$ cat src/rtl/gmon_pkg.sv
// gmon_pkg: shared widths, constants, register indexes and controller types
// for the presence gated gas monitor; no dependencies
`timescale 1ns / 1ps
`default_nettype none

package gmon_pkg;

   localparam int unsigned TIME_W     = 32;
   localparam int unsigned SAMPLE_W   = 12;
   localparam int unsigned ALPHA_W    = 9;
   localparam int unsigned FLOOR_W    = 15;
   localparam int unsigned CHG_W      = 16;
   localparam int unsigned ACHG_W     = 15;
   localparam int unsigned LVL_W      = 2;
   localparam int unsigned CSR_IDX_W  = 3;
   localparam int unsigned CSR_DATA_W = 32;

   localparam int unsigned ACTIVE_DEADBAND = 4;
   localparam int unsigned IDLE_DEADBAND   = 16;
   localparam int unsigned ACTIVE_GAIN_Q4  = 16;
   localparam int unsigned IDLE_GAIN_Q4    = 16;
   localparam int unsigned AMMONIA_GAIN_Q4 = 16;

   // gain folded into the scale of one thousand, in tenths of a per-cent
   localparam int unsigned K_W     = 18;
   localparam int unsigned PROD_W  = SAMPLE_W + K_W;
   localparam int unsigned NFP_W   = FLOOR_W + SAMPLE_W;
   localparam int unsigned QUO_W   = 16;
   localparam int unsigned NUM_W   = 32;
   localparam int unsigned DEN_W   = SAMPLE_W + 5;
   localparam int unsigned FSUM_W  = 21;

   localparam logic [K_W-1:0] AMM_K    = K_W'(1000 * AMMONIA_GAIN_Q4);
   localparam logic [K_W-1:0] ACTIVE_K = K_W'(1000 * ACTIVE_GAIN_Q4);
   localparam logic [K_W-1:0] IDLE_K   = K_W'(1000 * IDLE_GAIN_Q4);

   // level thresholds in tenths, scaled by the Q4 denominator
   localparam logic [13:0] LVL1_K = 14'(100 * 16);
   localparam logic [13:0] LVL2_K = 14'(300 * 16);
   localparam logic [13:0] LVL3_K = 14'(800 * 16);

   localparam logic [ALPHA_W-1:0] ALPHA_ONE = ALPHA_W'(256);

   localparam logic [SAMPLE_W-1:0] RST_AMM_BASE    = '0;
   localparam logic [SAMPLE_W-1:0] RST_AIR_BASE    = '0;
   localparam logic [TIME_W-1:0]   RST_IGNORE_MS   = TIME_W'(10000);
   localparam logic [TIME_W-1:0]   RST_POST_MS     = TIME_W'(30000);
   localparam logic [TIME_W-1:0]   RST_BOOST_MS    = TIME_W'(10000);
   localparam logic [ALPHA_W-1:0]  RST_ACT_ALPHA   = ALPHA_W'(128);
   localparam logic [ALPHA_W-1:0]  RST_IDLE_ALPHA  = ALPHA_W'(32);
   localparam logic [FLOOR_W-1:0]  RST_NOISE_FLOOR = FLOOR_W'(50);

   typedef enum logic [CSR_IDX_W-1:0] {
      CSR_AMM_BASE    = 3'd0,
      CSR_AIR_BASE    = 3'd1,
      CSR_IGNORE_MS   = 3'd2,
      CSR_POST_MS     = 3'd3,
      CSR_BOOST_MS    = 3'd4,
      CSR_ACT_ALPHA   = 3'd5,
      CSR_IDLE_ALPHA  = 3'd6,
      CSR_NOISE_FLOOR = 3'd7
   } csr_idx_type;

   typedef enum logic [3:0] {
      ST_IDLE,
      ST_REC,
      ST_MODE,
      ST_FMUL,
      ST_FADD,
      ST_NUM,
      ST_LVL,
      ST_DIVA,
      ST_WAITA,
      ST_DIVB,
      ST_WAITB,
      ST_DONE
   } ctrl_state_type;

   typedef struct packed {
      logic load_in;
      logic rec_upd;
      logic mode_upd;
      logic fmul;
      logic fadd;
      logic num;
      logic lvl;
      logic div_start;
      logic div_air;
      logic amm_capture;
      logic out_load;
   } dp_cmd_type;

   typedef struct packed {
      logic div_done;
      logic out_free;
   } dp_status_type;

endpackage

`default_nettype wire

$ cat src/rtl/gmon_req_if.sv
// gmon_req_if: input tick channel, valid/ready with the tick fields
// depends on gmon_pkg
`timescale 1ns / 1ps
`default_nettype none

interface gmon_req_if
   import gmon_pkg::*;
   ();
   logic                valid;
   logic                ready;
   logic [TIME_W-1:0]   time_ms;
   logic                presence;
   logic [SAMPLE_W-1:0] ammonia_sample;
   logic [SAMPLE_W-1:0] air_sample;

   modport source (output valid, output time_ms, output presence,
                   output ammonia_sample, output air_sample, input ready);
   modport sink (input valid, input time_ms, input presence,
                 input ammonia_sample, input air_sample, output ready);
endinterface

`default_nettype wire

$ cat src/rtl/gmon_rsp_if.sv
// gmon_rsp_if: result channel, valid/ready with the status and change fields
// depends on gmon_pkg
`timescale 1ns / 1ps
`default_nettype none

interface gmon_rsp_if
   import gmon_pkg::*;
   ();
   logic                     valid;
   logic                     ready;
   logic                     recording_on;
   logic                     post_on;
   logic                     presence_rise;
   logic                     active_mode;
   logic [SAMPLE_W-1:0]      air_filtered;
   logic signed [CHG_W-1:0]  ammonia_change;
   logic [LVL_W-1:0]         ammonia_level;
   logic [ACHG_W-1:0]        air_change;
   logic [LVL_W-1:0]         air_level;
   logic signed [CHG_W-1:0]  led_level;

   modport source (output valid, output recording_on, output post_on,
                   output presence_rise, output active_mode, output air_filtered,
                   output ammonia_change, output ammonia_level, output air_change,
                   output air_level, output led_level, input ready);
   modport sink (input valid, input recording_on, input post_on,
                 input presence_rise, input active_mode, input air_filtered,
                 input ammonia_change, input ammonia_level, input air_change,
                 input air_level, input led_level, output ready);
endinterface

`default_nettype wire

$ cat src/rtl/gmon_div.sv
// gmon_div: restoring divider, one quotient bit per cycle, with overflow flag
// when the quotient needs more than QUO_W bits; depends on gmon_pkg
`timescale 1ns / 1ps
`default_nettype none

module gmon_div
   import gmon_pkg::*;
(
   input  wire logic             clock,
   input  wire logic             reset,
   input  wire logic             start,
   input  wire logic [NUM_W-1:0] num,
   input  wire logic [DEN_W-1:0] den,
   output logic                  done,
   output logic [QUO_W-1:0]      quo,
   output logic                  ovf
);
   localparam int unsigned CNT_W = $clog2(QUO_W);

   logic                 busy_ff, busy_in;
   logic                 done_ff, done_in;
   logic [CNT_W-1:0]     cnt_ff, cnt_in;
   logic [DEN_W-1:0]     rem_ff, rem_in;
   logic [QUO_W-1:0]     low_ff, low_in;
   logic [QUO_W-1:0]     quo_ff, quo_in;
   logic                 ovf_ff, ovf_in;
   logic [DEN_W:0]       rem_sh;
   logic [DEN_W:0]       den_ext;
   logic [DEN_W-1:0]     den_ff, den_in;

   assign rem_sh  = {rem_ff, low_ff[QUO_W-1]};
   assign den_ext = {1'b0, den_ff};

   always_comb begin
      busy_in = busy_ff;
      done_in = 1'b0;
      cnt_in  = cnt_ff;
      rem_in  = rem_ff;
      low_in  = low_ff;
      quo_in  = quo_ff;
      ovf_in  = ovf_ff;
      den_in  = den_ff;
      if (start) begin
         busy_in = 1'b1;
         cnt_in  = '0;
         den_in  = den;
         ovf_in  = {1'b0, num} >= {den, {QUO_W{1'b0}}};
         rem_in  = DEN_W'(num[NUM_W-1:QUO_W]);
         low_in  = num[QUO_W-1:0];
         quo_in  = '0;
      end else if (busy_ff) begin
         low_in = {low_ff[QUO_W-2:0], 1'b0};
         if (rem_sh >= den_ext) begin
            rem_in = DEN_W'(rem_sh - den_ext);
            quo_in = {quo_ff[QUO_W-2:0], 1'b1};
         end else begin
            rem_in = rem_sh[DEN_W-1:0];
            quo_in = {quo_ff[QUO_W-2:0], 1'b0};
         end
         cnt_in = cnt_ff + 1'b1;
         if (cnt_ff == CNT_W'(QUO_W - 1)) begin
            busy_in = 1'b0;
            done_in = 1'b1;
         end
      end
   end

   always_ff @(posedge clock) begin
      if (reset) begin
         busy_ff <= 1'b0;
         done_ff <= 1'b0;
      end else begin
         busy_ff <= busy_in;
         done_ff <= done_in;
      end
      cnt_ff <= cnt_in;
      rem_ff <= rem_in;
      low_ff <= low_in;
      quo_ff <= quo_in;
      ovf_ff <= ovf_in;
      den_ff <= den_in;
   end

   assign done = done_ff;
   assign quo  = quo_ff;
   assign ovf  = ovf_ff;

endmodule

`default_nettype wire

$ cat src/rtl/gmon_ctrl.sv
// gmon_ctrl: sequencing state machine for one tick transaction
// depends on gmon_pkg
`timescale 1ns / 1ps
`default_nettype none

module gmon_ctrl
   import gmon_pkg::*;
(
   input  wire logic          clock,
   input  wire logic          reset,
   input  wire logic          req_valid,
   input  wire dp_status_type status,
   output logic               req_ready,
   output dp_cmd_type         cmd
);
   ctrl_state_type state_ff, state_in;

   always_comb begin
      state_in = state_ff;
      unique case (state_ff)
         ST_IDLE:  if (req_valid) state_in = ST_REC;
         ST_REC:   state_in = ST_MODE;
         ST_MODE:  state_in = ST_FMUL;
         ST_FMUL:  state_in = ST_FADD;
         ST_FADD:  state_in = ST_NUM;
         ST_NUM:   state_in = ST_LVL;
         ST_LVL:   state_in = ST_DIVA;
         ST_DIVA:  state_in = ST_WAITA;
         ST_WAITA: if (status.div_done) state_in = ST_DIVB;
         ST_DIVB:  state_in = ST_WAITB;
         ST_WAITB: if (status.div_done) state_in = ST_DONE;
         ST_DONE:  if (status.out_free) state_in = ST_IDLE;
         default:  state_in = ST_IDLE;
      endcase
   end

   always_comb begin
      cmd       = '0;
      req_ready = 1'b0;
      unique case (state_ff)
         ST_IDLE: begin
            req_ready   = 1'b1;
            cmd.load_in = req_valid;
         end
         ST_REC:   cmd.rec_upd = 1'b1;
         ST_MODE:  cmd.mode_upd = 1'b1;
         ST_FMUL:  cmd.fmul = 1'b1;
         ST_FADD:  cmd.fadd = 1'b1;
         ST_NUM:   cmd.num = 1'b1;
         ST_LVL:   cmd.lvl = 1'b1;
         ST_DIVA:  cmd.div_start = 1'b1;
         ST_WAITA: cmd.amm_capture = status.div_done;
         ST_DIVB: begin
            cmd.div_start = 1'b1;
            cmd.div_air   = 1'b1;
         end
         ST_WAITB: cmd.div_air = 1'b1;
         ST_DONE:  cmd.out_load = status.out_free;
         default: begin
            cmd       = '0;
            req_ready = 1'b0;
         end
      endcase
   end

   always_ff @(posedge clock) begin
      if (reset) begin
         state_ff <= ST_IDLE;
      end else begin
         state_ff <= state_in;
      end
   end

endmodule

`default_nettype wire

$ cat src/rtl/gmon_dp.sv
// gmon_dp: configuration registers, recording timers, air filter, change
// arithmetic and result register; depends on gmon_pkg and gmon_div
`timescale 1ns / 1ps
`default_nettype none

module gmon_dp
   import gmon_pkg::*;
(
   input  wire logic                  clock,
   input  wire logic                  reset,
   input  wire dp_cmd_type            cmd,
   output dp_status_type              status,
   input  wire logic                  csr_wr_en,
   input  wire logic [CSR_IDX_W-1:0]  csr_index,
   input  wire logic [CSR_DATA_W-1:0] csr_data,
   input  wire logic [TIME_W-1:0]     in_time_ms,
   input  wire logic                  in_presence,
   input  wire logic [SAMPLE_W-1:0]   in_ammonia_sample,
   input  wire logic [SAMPLE_W-1:0]   in_air_sample,
   input  wire logic                  out_ready,
   output logic                       out_valid,
   output logic                       out_recording_on,
   output logic                       out_post_on,
   output logic                       out_presence_rise,
   output logic                       out_active_mode,
   output logic [SAMPLE_W-1:0]        out_air_filtered,
   output logic signed [CHG_W-1:0]    out_ammonia_change,
   output logic [LVL_W-1:0]           out_ammonia_level,
   output logic [ACHG_W-1:0]          out_air_change,
   output logic [LVL_W-1:0]           out_air_level,
   output logic signed [CHG_W-1:0]    out_led_level
);

   function automatic logic [LVL_W-1:0] level_of(input logic [PROD_W-1:0] n,
                                                 input logic [SAMPLE_W-1:0] b);
      logic [PROD_W-1:0] t1;
      logic [PROD_W-1:0] t2;
      logic [PROD_W-1:0] t3;
      t1 = PROD_W'(b) * PROD_W'(LVL1_K);
      t2 = PROD_W'(b) * PROD_W'(LVL2_K);
      t3 = PROD_W'(b) * PROD_W'(LVL3_K);
      if (n < t1) begin
         level_of = 2'd0;
      end else if (n < t2) begin
         level_of = 2'd1;
      end else if (n < t3) begin
         level_of = 2'd2;
      end else begin
         level_of = 2'd3;
      end
   endfunction

   // configuration registers
   logic [SAMPLE_W-1:0] amm_base_ff, air_base_ff;
   logic [TIME_W-1:0]   ignore_ms_ff, post_ms_ff, boost_ms_ff;
   logic [ALPHA_W-1:0]  act_alpha_ff, idle_alpha_ff;
   logic [FLOOR_W-1:0]  floor_ff;

   // latched transaction
   logic [TIME_W-1:0]   t_ff;
   logic                pres_ff;
   logic [SAMPLE_W-1:0] amm_ff, air_ff;

   // recording and filter state
   logic                rec_ff, rec_in;
   logic                post_ff, post_in;
   logic                prev_ff, prev_in;
   logic [TIME_W-1:0]   start_ff, start_in;
   logic [TIME_W-1:0]   end_ff, end_in;
   logic                rise_ff, rise_in;
   logic                active_ff, active_in;
   logic [SAMPLE_W-1:0] filt_ff, filt_in;

   // working registers
   logic [FSUM_W-1:0]   p1_ff, p2_ff;
   logic                big_ff;
   logic                amm_neg_ff;
   logic [PROD_W-1:0]   amm_a_ff, air_a_ff, air_n_ff;
   logic [NFP_W-1:0]    nfp_ff;
   logic [LVL_W-1:0]    amm_lvl_ff, air_lvl_ff;
   logic [QUO_W-1:0]    amm_q_ff;
   logic                amm_ovf_ff;

   // result register
   logic                     rsp_valid_ff, rsp_valid_in;
   logic                     o_rec_ff, o_post_ff, o_rise_ff, o_act_ff;
   logic [SAMPLE_W-1:0]      o_filt_ff;
   logic signed [CHG_W-1:0]  o_amm_chg_ff, o_led_ff;
   logic [LVL_W-1:0]         o_amm_lvl_ff, o_air_lvl_ff;
   logic [ACHG_W-1:0]        o_air_chg_ff;

   logic [TIME_W-1:0]   rec_len;
   logic                expire, boost;
   logic [ALPHA_W-1:0]  alpha_raw, alpha_c, alpha_inv;
   logic [SAMPLE_W-1:0] band, filt_diff;
   logic [FSUM_W-1:0]   fsum;
   logic [SAMPLE_W-1:0] amm_mag, air_mag;
   logic [K_W-1:0]      air_k;
   logic                noise_cut;
   logic [PROD_W-1:0]   air_n;
   logic [NUM_W-1:0]    div_num;
   logic [DEN_W-1:0]    div_den;
   logic                div_done;
   logic [QUO_W-1:0]    div_quo;
   logic                div_ovf;
   logic signed [CHG_W-1:0] amm_chg;
   logic [ACHG_W-1:0]       air_chg;
   logic signed [CHG_W-1:0] air_chg_s;

   // configuration writes
   always_ff @(posedge clock) begin
      if (reset) begin
         amm_base_ff   <= RST_AMM_BASE;
         air_base_ff   <= RST_AIR_BASE;
         ignore_ms_ff  <= RST_IGNORE_MS;
         post_ms_ff    <= RST_POST_MS;
         boost_ms_ff   <= RST_BOOST_MS;
         act_alpha_ff  <= RST_ACT_ALPHA;
         idle_alpha_ff <= RST_IDLE_ALPHA;
         floor_ff      <= RST_NOISE_FLOOR;
      end else if (csr_wr_en) begin
         unique case (csr_idx_type'(csr_index))
            CSR_AMM_BASE:    amm_base_ff   <= csr_data[SAMPLE_W-1:0];
            CSR_AIR_BASE:    air_base_ff   <= csr_data[SAMPLE_W-1:0];
            CSR_IGNORE_MS:   ignore_ms_ff  <= csr_data[TIME_W-1:0];
            CSR_POST_MS:     post_ms_ff    <= csr_data[TIME_W-1:0];
            CSR_BOOST_MS:    boost_ms_ff   <= csr_data[TIME_W-1:0];
            CSR_ACT_ALPHA:   act_alpha_ff  <= csr_data[ALPHA_W-1:0];
            CSR_IDLE_ALPHA:  idle_alpha_ff <= csr_data[ALPHA_W-1:0];
            CSR_NOISE_FLOOR: floor_ff      <= csr_data[FLOOR_W-1:0];
            default: ;
         endcase
      end
   end

   // recording state machine and mode
   assign rec_len = t_ff - start_ff;
   assign expire  = post_ff && (t_ff >= end_ff);
   assign boost   = post_ff && !expire &&
                    ((post_ms_ff - (end_ff - t_ff)) < boost_ms_ff);

   always_comb begin
      rec_in    = rec_ff;
      post_in   = post_ff;
      prev_in   = prev_ff;
      start_in  = start_ff;
      end_in    = end_ff;
      rise_in   = rise_ff;
      active_in = active_ff;
      if (cmd.rec_upd) begin
         prev_in = pres_ff;
         rise_in = pres_ff && !prev_ff;
         if (pres_ff) begin
            post_in = 1'b0;
            if (!rec_ff) begin
               rec_in   = 1'b1;
               start_in = t_ff;
            end
         end else if (prev_ff && rec_ff && !post_ff) begin
            if (rec_len >= ignore_ms_ff) begin
               post_in = 1'b1;
               end_in  = t_ff + post_ms_ff;
            end else begin
               rec_in = 1'b0;
            end
         end
      end
      if (cmd.mode_upd) begin
         if (expire) begin
            post_in = 1'b0;
            rec_in  = 1'b0;
         end
         active_in = pres_ff || (rec_ff && !post_ff) || boost;
      end
   end

   // air filter
   assign alpha_raw = active_ff ? act_alpha_ff : idle_alpha_ff;
   assign alpha_c   = (alpha_raw > ALPHA_ONE) ? ALPHA_ONE : alpha_raw;
   assign alpha_inv = ALPHA_ONE - alpha_c;
   assign band      = active_ff ? SAMPLE_W'(ACTIVE_DEADBAND) : SAMPLE_W'(IDLE_DEADBAND);
   assign filt_diff = (air_ff >= filt_ff) ? (air_ff - filt_ff) : (filt_ff - air_ff);
   assign fsum      = p1_ff + p2_ff + FSUM_W'(128);

   always_comb begin
      filt_in = filt_ff;
      if (cmd.fadd) begin
         if (filt_ff == '0) begin
            filt_in = air_ff;
         end else if (big_ff) begin
            filt_in = fsum[SAMPLE_W+7:8];
         end
      end
   end

   // change numerators
   assign amm_mag   = amm_neg_ff ? (amm_base_ff - amm_ff) : (amm_ff - amm_base_ff);
   assign air_mag   = (filt_ff >= air_base_ff) ? (filt_ff - air_base_ff)
                                               : (air_base_ff - filt_ff);
   assign air_k     = active_ff ? ACTIVE_K : IDLE_K;
   assign noise_cut = !active_ff && ({1'b0, air_a_ff} < {nfp_ff, 4'b0000});
   assign air_n     = noise_cut ? '0 : air_a_ff;

   always_ff @(posedge clock) begin
      if (cmd.load_in) begin
         t_ff       <= in_time_ms;
         pres_ff    <= in_presence;
         amm_ff     <= in_ammonia_sample;
         air_ff     <= in_air_sample;
         amm_neg_ff <= in_ammonia_sample < amm_base_ff;
      end
      if (cmd.fmul) begin
         p1_ff  <= FSUM_W'(alpha_c) * FSUM_W'(air_ff);
         p2_ff  <= FSUM_W'(alpha_inv) * FSUM_W'(filt_ff);
         big_ff <= filt_diff > band;
      end
      if (cmd.num) begin
         amm_a_ff <= PROD_W'(amm_mag) * PROD_W'(AMM_K);
         air_a_ff <= PROD_W'(air_mag) * PROD_W'(air_k);
         nfp_ff   <= NFP_W'(floor_ff) * NFP_W'(air_base_ff);
      end
      if (cmd.lvl) begin
         amm_lvl_ff <= amm_neg_ff ? 2'd0 : level_of(amm_a_ff, amm_base_ff);
         air_lvl_ff <= level_of(air_n, air_base_ff);
         air_n_ff   <= air_n;
      end
      if (cmd.amm_capture) begin
         amm_q_ff   <= div_quo;
         amm_ovf_ff <= div_ovf;
      end
   end

   // rounded quotient: (2n + d) / 2d with d = 16 * baseline
   always_comb begin
      if (cmd.div_air) begin
         div_num = NUM_W'({air_n_ff, 1'b0}) + NUM_W'({air_base_ff, 4'b0000});
         div_den = {air_base_ff, 5'b00000};
      end else begin
         div_num = NUM_W'({amm_a_ff, 1'b0}) + NUM_W'({amm_base_ff, 4'b0000});
         div_den = {amm_base_ff, 5'b00000};
      end
   end

   gmon_div u_div (
      .clock (clock),
      .reset (reset),
      .start (cmd.div_start),
      .num   (div_num),
      .den   (div_den),
      .done  (div_done),
      .quo   (div_quo),
      .ovf   (div_ovf)
   );

   // saturation and led maximum
   always_comb begin
      if (amm_base_ff == '0) begin
         amm_chg = '0;
      end else if (!amm_neg_ff) begin
         amm_chg = (amm_ovf_ff || amm_q_ff[QUO_W-1]) ? 16'sh7fff : signed'(amm_q_ff);
      end else if (amm_ovf_ff || (amm_q_ff > 16'h8000)) begin
         amm_chg = 16'sh8000;
      end else begin
         amm_chg = signed'(16'h0000 - amm_q_ff);
      end
      if (air_base_ff == '0) begin
         air_chg = '0;
      end else if (div_ovf || div_quo[QUO_W-1]) begin
         air_chg = 15'h7fff;
      end else begin
         air_chg = div_quo[ACHG_W-1:0];
      end
   end

   assign air_chg_s = signed'({1'b0, air_chg});

   always_comb begin
      rsp_valid_in = rsp_valid_ff;
      if (cmd.out_load) begin
         rsp_valid_in = 1'b1;
      end else if (out_ready) begin
         rsp_valid_in = 1'b0;
      end
   end

   always_ff @(posedge clock) begin
      if (cmd.out_load) begin
         o_rec_ff     <= rec_ff;
         o_post_ff    <= post_ff;
         o_rise_ff    <= rise_ff;
         o_act_ff     <= active_ff;
         o_filt_ff    <= filt_ff;
         o_amm_chg_ff <= amm_chg;
         o_amm_lvl_ff <= (amm_base_ff == '0) ? 2'd0 : amm_lvl_ff;
         o_air_chg_ff <= air_chg;
         o_air_lvl_ff <= (air_base_ff == '0) ? 2'd0 : air_lvl_ff;
         o_led_ff     <= (amm_chg > air_chg_s) ? amm_chg : air_chg_s;
      end
   end

   always_ff @(posedge clock) begin
      if (reset) begin
         rec_ff       <= 1'b0;
         post_ff      <= 1'b0;
         prev_ff      <= 1'b0;
         start_ff     <= '0;
         end_ff       <= '0;
         rise_ff      <= 1'b0;
         active_ff    <= 1'b0;
         filt_ff      <= '0;
         rsp_valid_ff <= 1'b0;
      end else begin
         rec_ff       <= rec_in;
         post_ff      <= post_in;
         prev_ff      <= prev_in;
         start_ff     <= start_in;
         end_ff       <= end_in;
         rise_ff      <= rise_in;
         active_ff    <= active_in;
         filt_ff      <= filt_in;
         rsp_valid_ff <= rsp_valid_in;
      end
   end

   assign status.div_done = div_done;
   assign status.out_free = !rsp_valid_ff || out_ready;

   assign out_valid          = rsp_valid_ff;
   assign out_recording_on   = o_rec_ff;
   assign out_post_on        = o_post_ff;
   assign out_presence_rise  = o_rise_ff;
   assign out_active_mode    = o_act_ff;
   assign out_air_filtered   = o_filt_ff;
   assign out_ammonia_change = o_amm_chg_ff;
   assign out_ammonia_level  = o_amm_lvl_ff;
   assign out_air_change     = o_air_chg_ff;
   assign out_air_level      = o_air_lvl_ff;
   assign out_led_level      = o_led_ff;

endmodule

`default_nettype wire

$ cat src/rtl/presence_gated_gas_monitor_unit.sv
// presence_gated_gas_monitor_unit: top level, joins gmon_ctrl and gmon_dp
// depends on gmon_pkg, gmon_req_if, gmon_rsp_if, gmon_ctrl, gmon_dp, gmon_div
//
//   channel   direction  handshake          contents
//   req_bus   in         valid/ready        time_ms, presence, two gas samples
//   rsp_bus   out        valid/ready        recording flags, filter, changes, levels
//   csr_*     in         csr_wr_en only     register index and write data
//
// one tick goes from acceptance to the result register through the shared
// 16-step divider, run once per gas channel
// a new tick is taken as soon as the previous one is in the result register,
// even while that result waits for rsp_bus.ready
// synchronous active-high reset clears control state and loads register defaults
`timescale 1ns / 1ps
`default_nettype none

module presence_gated_gas_monitor_unit
   import gmon_pkg::*;
(
   input  wire logic                  clock,
   input  wire logic                  reset,
   gmon_req_if.sink                   req_bus,
   gmon_rsp_if.source                 rsp_bus,
   input  wire logic                  csr_wr_en,
   input  wire logic [CSR_IDX_W-1:0]  csr_index,
   input  wire logic [CSR_DATA_W-1:0] csr_data
);
   dp_cmd_type    cmd;
   dp_status_type status;
   logic          req_ready;

   assign req_bus.ready = req_ready;

   gmon_ctrl u_ctrl (
      .clock     (clock),
      .reset     (reset),
      .req_valid (req_bus.valid),
      .status    (status),
      .req_ready (req_ready),
      .cmd       (cmd)
   );

   gmon_dp u_dp (
      .clock              (clock),
      .reset              (reset),
      .cmd                (cmd),
      .status             (status),
      .csr_wr_en          (csr_wr_en),
      .csr_index          (csr_index),
      .csr_data           (csr_data),
      .in_time_ms         (req_bus.time_ms),
      .in_presence        (req_bus.presence),
      .in_ammonia_sample  (req_bus.ammonia_sample),
      .in_air_sample      (req_bus.air_sample),
      .out_ready          (rsp_bus.ready),
      .out_valid          (rsp_bus.valid),
      .out_recording_on   (rsp_bus.recording_on),
      .out_post_on        (rsp_bus.post_on),
      .out_presence_rise  (rsp_bus.presence_rise),
      .out_active_mode    (rsp_bus.active_mode),
      .out_air_filtered   (rsp_bus.air_filtered),
      .out_ammonia_change (rsp_bus.ammonia_change),
      .out_ammonia_level  (rsp_bus.ammonia_level),
      .out_air_change     (rsp_bus.air_change),
      .out_air_level      (rsp_bus.air_level),
      .out_led_level      (rsp_bus.led_level)
   );

endmodule

`default_nettype wire
$ cat src/flat_wrapper.sv
// flat-port wrapper written by rule: the top's interface ports become plain ports
module presence_gated_gas_monitor_unit_flat import gmon_pkg::*;
  (clock, reset, csr_wr_en, csr_index, csr_data, req_bus_valid, req_bus_time_ms, req_bus_presence, req_bus_ammonia_sample, req_bus_air_sample, req_bus_ready, rsp_bus_valid, rsp_bus_recording_on, rsp_bus_post_on, rsp_bus_presence_rise, rsp_bus_active_mode, rsp_bus_air_filtered, rsp_bus_ammonia_change, rsp_bus_ammonia_level, rsp_bus_air_change, rsp_bus_air_level, rsp_bus_led_level, rsp_bus_ready);
  gmon_req_if req_bus_i ();
  gmon_rsp_if rsp_bus_i ();
  input  wire logic clock;
  input  wire logic reset;
  input  wire logic csr_wr_en;
  input  wire logic [CSR_IDX_W-1:0] csr_index;
  input  wire logic [CSR_DATA_W-1:0] csr_data;
  input wire logic [$bits(req_bus_i.valid)-1:0] req_bus_valid;
  input wire logic [$bits(req_bus_i.time_ms)-1:0] req_bus_time_ms;
  input wire logic [$bits(req_bus_i.presence)-1:0] req_bus_presence;
  input wire logic [$bits(req_bus_i.ammonia_sample)-1:0] req_bus_ammonia_sample;
  input wire logic [$bits(req_bus_i.air_sample)-1:0] req_bus_air_sample;
  output wire logic [$bits(req_bus_i.ready)-1:0] req_bus_ready;
  output wire logic [$bits(rsp_bus_i.valid)-1:0] rsp_bus_valid;
  output wire logic [$bits(rsp_bus_i.recording_on)-1:0] rsp_bus_recording_on;
  output wire logic [$bits(rsp_bus_i.post_on)-1:0] rsp_bus_post_on;
  output wire logic [$bits(rsp_bus_i.presence_rise)-1:0] rsp_bus_presence_rise;
  output wire logic [$bits(rsp_bus_i.active_mode)-1:0] rsp_bus_active_mode;
  output wire logic [$bits(rsp_bus_i.air_filtered)-1:0] rsp_bus_air_filtered;
  output wire logic [$bits(rsp_bus_i.ammonia_change)-1:0] rsp_bus_ammonia_change;
  output wire logic [$bits(rsp_bus_i.ammonia_level)-1:0] rsp_bus_ammonia_level;
  output wire logic [$bits(rsp_bus_i.air_change)-1:0] rsp_bus_air_change;
  output wire logic [$bits(rsp_bus_i.air_level)-1:0] rsp_bus_air_level;
  output wire logic [$bits(rsp_bus_i.led_level)-1:0] rsp_bus_led_level;
  input wire logic [$bits(rsp_bus_i.ready)-1:0] rsp_bus_ready;
  assign req_bus_i.valid = req_bus_valid;
  assign req_bus_i.time_ms = req_bus_time_ms;
  assign req_bus_i.presence = req_bus_presence;
  assign req_bus_i.ammonia_sample = req_bus_ammonia_sample;
  assign req_bus_i.air_sample = req_bus_air_sample;
  assign req_bus_ready = req_bus_i.ready;
  assign rsp_bus_valid = rsp_bus_i.valid;
  assign rsp_bus_recording_on = rsp_bus_i.recording_on;
  assign rsp_bus_post_on = rsp_bus_i.post_on;
  assign rsp_bus_presence_rise = rsp_bus_i.presence_rise;
  assign rsp_bus_active_mode = rsp_bus_i.active_mode;
  assign rsp_bus_air_filtered = rsp_bus_i.air_filtered;
  assign rsp_bus_ammonia_change = rsp_bus_i.ammonia_change;
  assign rsp_bus_ammonia_level = rsp_bus_i.ammonia_level;
  assign rsp_bus_air_change = rsp_bus_i.air_change;
  assign rsp_bus_air_level = rsp_bus_i.air_level;
  assign rsp_bus_led_level = rsp_bus_i.led_level;
  assign rsp_bus_i.ready = rsp_bus_ready;
  presence_gated_gas_monitor_unit u_core (.clock(clock), .reset(reset), .req_bus(req_bus_i), .rsp_bus(rsp_bus_i), .csr_wr_en(csr_wr_en), .csr_index(csr_index), .csr_data(csr_data));
endmodule
$ cat config.mk
export PLATFORM = sky130hd
export DESIGN_NAME = presence_gated_gas_monitor_unit_flat
export DESIGN_NICKNAME = d
export VERILOG_FILES = /design/src/rtl/gmon_pkg.sv /design/src/rtl/gmon_req_if.sv /design/src/rtl/gmon_rsp_if.sv /design/src/rtl/gmon_div.sv /design/src/rtl/gmon_ctrl.sv /design/src/rtl/gmon_dp.sv /design/src/rtl/presence_gated_gas_monitor_unit.sv /design/src/flat_wrapper.sv
export SDC_FILE = /design/constraint.sdc
export NUM_CORES = 2
export LEC_CHECK = 0
export CORE_ASPECT_RATIO = 0.6
export CORE_UTILIZATION = 35
export DETAILED_ROUTE_END_ITERATION = 8
export DONT_BUFFER_PORTS = 1
export MAX_ROUTING_LAYER = met4
export PLACE_DENSITY = 0.49
export SLEW_MARGIN = 40
export SYNTH_ARGS = -nofsm -noshare
export SYNTH_HDL_FRONTEND = slang
export SYNTH_SLANG_ARGS = --single-unit
export TNS_END_PERCENT = 1
$ cat constraint.sdc
create_clock -name clock -period 10.3 [get_ports clock]
set_clock_uncertainty 0.2 [all_clocks]
set_input_delay 2.575 -clock clock [delete_from_list [all_inputs] [get_ports clock]]
set_output_delay 2.575 -clock clock [all_outputs]
set_load 0.02 [all_outputs]
-- Word-level counts from Yosys, hierarchy flattened
Cells that the tools add are included.
- add/sub/neg operators: 18
- multipliers: 11
- $lt $le $gt $ge: 19
- equality and inequality tests: 23
- multiplexer cells: 63
- bitwise logic cells: 3
- reductions and logical operators: 45
- operators with widths (kind ; number):
    16-bit two-way mux ; 8
    32-bit subtractor ; 3
    12-bit by 7-bit multiplier with 19-bit output (second input constant) ; 4
    12-bit subtractor ; 6
    12-bit by 5-bit multiplier with 17-bit output (second input constant) ; 4
    32-bit greater-or-equal comparator ; 2
    12-bit two-way mux ; 5
    4-bit one-hot mux with 12 select lines ; 1
    15-bit two-way mux ; 3
    9-bit by 12-bit multiplier with 20-bit output ; 2
    12-bit zero test ; 3
    1-bit two-way mux ; 35
    17-bit two-way mux ; 2
    32-bit by 33-bit greater-or-equal comparator with 1-bit output ; 1
    31-bit by 16-bit adder with 32-bit output ; 1
    32-bit adder ; 1
    32-bit < comparator ; 1
    32-bit two-way mux ; 1
    30-bit by 31-bit < comparator with 1-bit output ; 1
    30-bit by 23-bit < comparator with 1-bit output ; 1
    30-bit by 25-bit < comparator with 1-bit output ; 1
    30-bit by 26-bit < comparator with 1-bit output ; 1
    30-bit two-way mux ; 1
    27-bit by 16-bit adder with 28-bit output ; 1
    other kinds (40) ; 93
- register bits after elaboration: 598
- input bits: 97
- output and inout port bits: 69
- logic and storage cells: 238

-- Depth between registers and ports, before layout
- word-level depth: 8
- gate-level depth with buffers: 32
- mapped depth without buffers: 31

-- Modules after synthesis
From an unflattened synthesis, not the netlist that was laid out.
- cell total of the unflattened synthesis: 6542
- area, all modules: 59523.3 um^2
- modules (own cells, without submodules) (module ; times used ; cells an instance ; area an instance (um^2) ; seq. area each (um^2)):
    gmon_dp ; 1 ; 6075 ; 54782.5 ; 12842.3
    gmon_div ; 1 ; 419 ; 4371.7 ; 1961.9
    gmon_ctrl ; 1 ; 48 ; 369.1 ; 80.1

-- Worst setup path after synthesis
Ideal clock, no wire load.
- path type: input-to-reg
- start: input port rsp_bus_ready
- end: register u_core.u_dp.o_act_ff (netlist: u_core.u_dp.out_active_mode) (enable)
- setup time: 0.588 ns
- arrival time: 7.525 ns
- data required time: 9.512 ns
- path slack: 1.987 ns
- cell stages on the path: 2
- path buffers: 0
- cell sequence: nor2b_1 -> nor3b_1
- RTL lines (what ; RTL line ; RTL):
    start, declared ; flat_wrapper.sv:28 ; input wire logic [$bits(rsp_bus_i.ready)-1:0] rsp_bus_ready;
    end signal, assigned ; gmon_dp.sv:291 ; o_act_ff <= active_ff;
    end, declared ; gmon_dp.sv:86 ; logic o_rec_ff, o_post_ff, o_rise_ff, o_act_ff;

-- Worst setup path in the final report
- start: register u_core.u_dp.active_ff
- end: register u_core.u_dp.p2_ff[19] (data pin)
- cells in the longest elaborated chain, start to end: 5
- RTL lines (what ; RTL line ; RTL):
    start, declared ; gmon_dp.sv:71 ; logic active_ff, active_in;
    start signal, assigned ; gmon_dp.sv:319 ; active_ff <= active_in;
    9-bit two-way mux (*) ; gmon_dp.sv:178 ; assign alpha_raw = active_ff ? act_alpha_ff : idle_alpha_ff;
    9-bit > comparator ; gmon_dp.sv:179 ; assign alpha_c = (alpha_raw > ALPHA_ONE) ? ALPHA_ONE : alpha_raw;
    9-bit two-way mux (*) ; gmon_dp.sv:179 ;
    9-bit subtractor (*) ; gmon_dp.sv:180 ; assign alpha_inv = ALPHA_ONE - alpha_c;
    9-bit by 12-bit multiplier with 20-bit output (*) ; gmon_dp.sv:214 ; p2_ff <= FSUM_W'(alpha_inv) * FSUM_W'(filt_ff);
    end signal, assigned ; gmon_dp.sv:214 ;
    end, declared ; gmon_dp.sv:75 ; logic [FSUM_W-1:0] p1_ff, p2_ff;
Every way passes the cells marked *; elsewhere a longest branch is shown, timed or not.
A chain may end at the register's enable or synchronous reset.

==> results.toml <==
[sta]
finalCritPeriodShare_pct = 82.5
grt_setup_unrepaired = "no"
timing.slew.headroom_pct = 42.9
finalSetupViolations = 0
worst-slew-pin-transition_ps = 833
slew_viol_final = 0
hold_violation_total_from_the_final_report = 0
fin_ws_ps = 1800
tns_ps = 0
max_clock_freq_mhz = 118
finalWorstPathRequiredPeriod_ps = 8500

[cells_and_area]
fillerInstances = 16700
final-seq-area_um2 = 14600
final_area_um2 = 63700
flow.area_growth_from_synthesis_pct = 8.56
fraction_of_final_layout_cells_with_drive_strength_greater_than_1_pct = 4.52
multi_input_area_um2 = 39500
nNetsFinal = 7959

[worst_setup_path]
crit_type = "flop to flop"
critPathArrivalTime_ps = 8690
timing.critical_path.slowest_stage_cell = "a21oi_1"
critPathCaptureType = "flop"
worstSetupStartpointType = "flop"
crit_path_max_fanout = 26
crit_path_max_incr_delay_ps = 590
critical_path_required_ps = 10490

[clock_network]
worst_setup_hold_path_clk_slew_ps = 60
clk_latency_ps = 670
cts_made_buffers = 67
tritoncts = "built"
cts_htree_levels = 3
postCtsSetupRepairBufs = 0
clk_root_buf = "clkbuf_16"
cts_hold_buffers = 0
post_cts_resize_count = 0
cts_num_sinks = 574
clk_buf_depth = 3

[grt]
grt_antenna_before_repair = 10
gr-total-overflow = 0
pin_count_of_the_biggest_net_entering_global_routing = 243
global_route_wire_length_before_repair_um = 281000
grt_pass1_vias = 43500
grt.total_usage_pct = 22.6

[yosys]
synth_async_sr_flop_share_pct = 0
synth.ff_latch_count = 574
yosys.area_share.adder_pct = 33.8
postSynth.topFlopCell = "edfxtp_1"
synth_compound_gate_area_share_pct = 12.9
synth.yosys.warnings = 0
xor_xnor_cell_area_share_of_the_yosys_netlist_pct = 4.51
yosys.area.top_type = "ha_1"
count_of_cell_types_in_the_netlist = 86
synth.area.top_cells = "ha_1, edfxtp_1, fa_1, dfxtp_1, inv_1"
post_synth_and_or_nand_nor_area_fraction_pct = 14.0
muxShareOfSynthArea_pct = 1.74
number_of_nets_in_the_synthesized_netlist = 7998
syn-mean-instance-area_um2 = 8.92
number_of_enable_flip_flop_cells_after_synthesis = 312
synth_top_family_by_area = "adder cells"
syn_inst = 6575
synth_seq_area_share_pct = 24.9
synth_top_area_share_pct = 19.1
netlist_area_um2 = 58700

[placed_design]
dpl_cell_area_um2 = 61500
globalplace.congestion = 0.912
pre_cts_ws_ps = 1940
place_hpwl_um = 145000
io_buffer_count = 0

[detailed_routing]
antenna_left = 0
drcViolationCount = 0
wire_per_inst_um = 20.9
num_vias = 45200
drt_pre_antenna_iters = 5
drtIter0Drc = 3876
wirelength_um = 184000
post_drt_via_cell_ratio = 5.13

[floorplanning]
initial_core_util_pct = 35.5
die_h_um = 319
core_area_um2 = 165000
floorplan.die.width_um = 531
die_area_um2 = 169000
ios = 166
placement_rows = 115

[run]
maxCapViolCount = 0

[power]
power-per-cell-area_nw_per_um2 = 269
worst_vdd_ir_mv = 0.910
power_leakage_nw = 29.4

[worst_hold_path]
holdCritPathClass = "flop to flop"

[outcome]
run_status = "finished, final reports clean"
-- cell usage after synthesis, types with 9 or more instances --
cell and count:
inv_1 1032, ha_1 894, nand2_1 799, a21oi_1 502, fa_1 432, nor2_1 367, edfxtp_1 312, dfxtp_1 262
o21ai_0 217, xnor2_1 206, clkbuf_1 189, a21o_1 153, and2_1 122, nor3_1 106, xor2_1 96, nor2b_1 89
nand3_1 76, mux2i_1 74, nand4_1 51, nand2b_1 44, a211oi_1 42, o21a_1 41, o21bai_1 39, a31oi_1 33
and3_1 25, a211o_1 24, nor4_1 23, or3_1 22, o211ai_1 20, a21boi_0 19, nand3b_1 18, or2_2 17
a311oi_1 15, mux2_2 13, o31ai_1 13, o41ai_1 12, o2111ai_1 11, a31o_2 10, and4_1 9, buf_1 9
mux2_4 9, nor3b_1 9
-- metrics by stage --
step	instances	utilization, %	total power, mW	hold WS, ps
2_1_floorplan	6575	-	12.1	209
3_3_place_gp	8690	37.2	14.6	230
3_5_place_dp	8690	37.2	14.7	228
4_1_cts	8812	38.5	17.3	240
5_1_grt	8816	38.6	19.0	253
6_report	8819	38.6	17.2	241
-- placed cells by master (no fill, tap or decap), types with 21 or more instances in the layout --
cell       Yosys  final
edfxtp_1     312    312
o21ai_0      217    216
nor4_1        23     21
or3_1         22     22
xor2_1        96     94
dfxtp_1      262    261
nor3_1       106    102
nor2b_1       89     89
inv_1       1032   1032
clkbuf_16      0     68
a211o_1       24     24
fa_1         432    432
a21o_1       153    153
nand3_1       76     75
nand2b_1      44     43
a31oi_1       33     32
mux2i_1       74     74
nor2_1       367    361
buf_4          0    104
xnor2_1      206    203
ha_1         894    894
and3_1        25     23
a211oi_1      42     42
nand2_1      799    798
a21oi_1      502    501
nand4_1       51     51
o21bai_1      39     39
and2_1       122    121
o21a_1        41     41
-- registers in the layout (all words and copies together) (netlist names), 17 cells and up --
signal                    flops
u_core.u_dp.boost_ms_ff      32
u_core.u_dp.end_ff           32
u_core.u_dp.ignore_ms_ff     32
u_core.u_dp.post_ms_ff       32
u_core.u_dp.start_ff         32
u_core.u_dp.t_ff             32
u_core.u_dp.nfp_ff           27
u_core.u_dp.p1_ff            20
u_core.u_dp.p2_ff            20
u_core.u_dp.air_a_ff         19
u_core.u_dp.air_n_ff         19
u_core.u_dp.amm_a_ff         19
u_core.u_dp.u_div.rem_ff     17
-- power breakdown --
group,internal [mW],switching (mW),total (mW)
combinational,4.86,6.45,11.3
clock,1.31,1.11,2.42
sequential,3.19,0.230,3.42
-- per-layer routing --
layer / vias to the layer above / routed length [um] / global-route usage, %
met1: 21900 / 102000 / 37.2
met2: 1279 / 65700 / 27.5
met4: 0 / 2320 / 3.09
li1: 21900 / - / -
met5: - / 0 / -
met3: 132 / 13900 / 4.29
-- area by class of cell --
type	count	area share, %
Multi-Input combinational cell	4754	62.0
Sequential cell	574	22.9
Inverter	1035	6.10
Tap cell	2223	4.37
Clock buffer	89	2.91
Timing Repair Buffer	104	1.23
Clock inverter	33	0.428
Antenna cell	7	0.0275
-- cells by family (layout without fill, tap and decap cells) --
| family | Yosys count | count (layout) |
|---|---|---|
| AND/OR/NAND/NOR | 1801 | 1801 |
| adder cells (fa/ha/maj) | 1326 | 1326 |
| buffers and inverters | 1247 | 1261 |
| AO/OA/AOI/OAI | 1228 | 1228 |
| flip-flops | 574 | 574 |
| XOR/XNOR | 302 | 302 |
| multiplexers | 96 | 96 |
| other | 1 | 8 |
-- final timing paths --
check | cells after the start | slack (ps) | to | from
max | 28 | 1800 | u_core.u_dp.p2_ff[19] | u_core.u_dp.active_ff
min | 0 | 240 | u_core.u_dp.amm_ovf_ff | u_core.u_dp.u_div.ovf
max reg2reg | 28 | 1800 | u_core.u_dp.p2_ff[19] | u_core.u_dp.active_ff
min reg2reg | 0 | 240 | u_core.u_dp.amm_ovf_ff | u_core.u_dp.u_div.ovf
-- worst max-delay path: cells and delay by family, from the launching register on --
family	cells	cell delay, ps
AOI/OAI and AO/OA	8	2910
xor gates and xnor gates	1	80
and+or+nand+nor	7	1200
DFF	1	310
buffers and inverters	6	960
adders and majority gates	6	2580
Power figures use the tool's default switching activity.
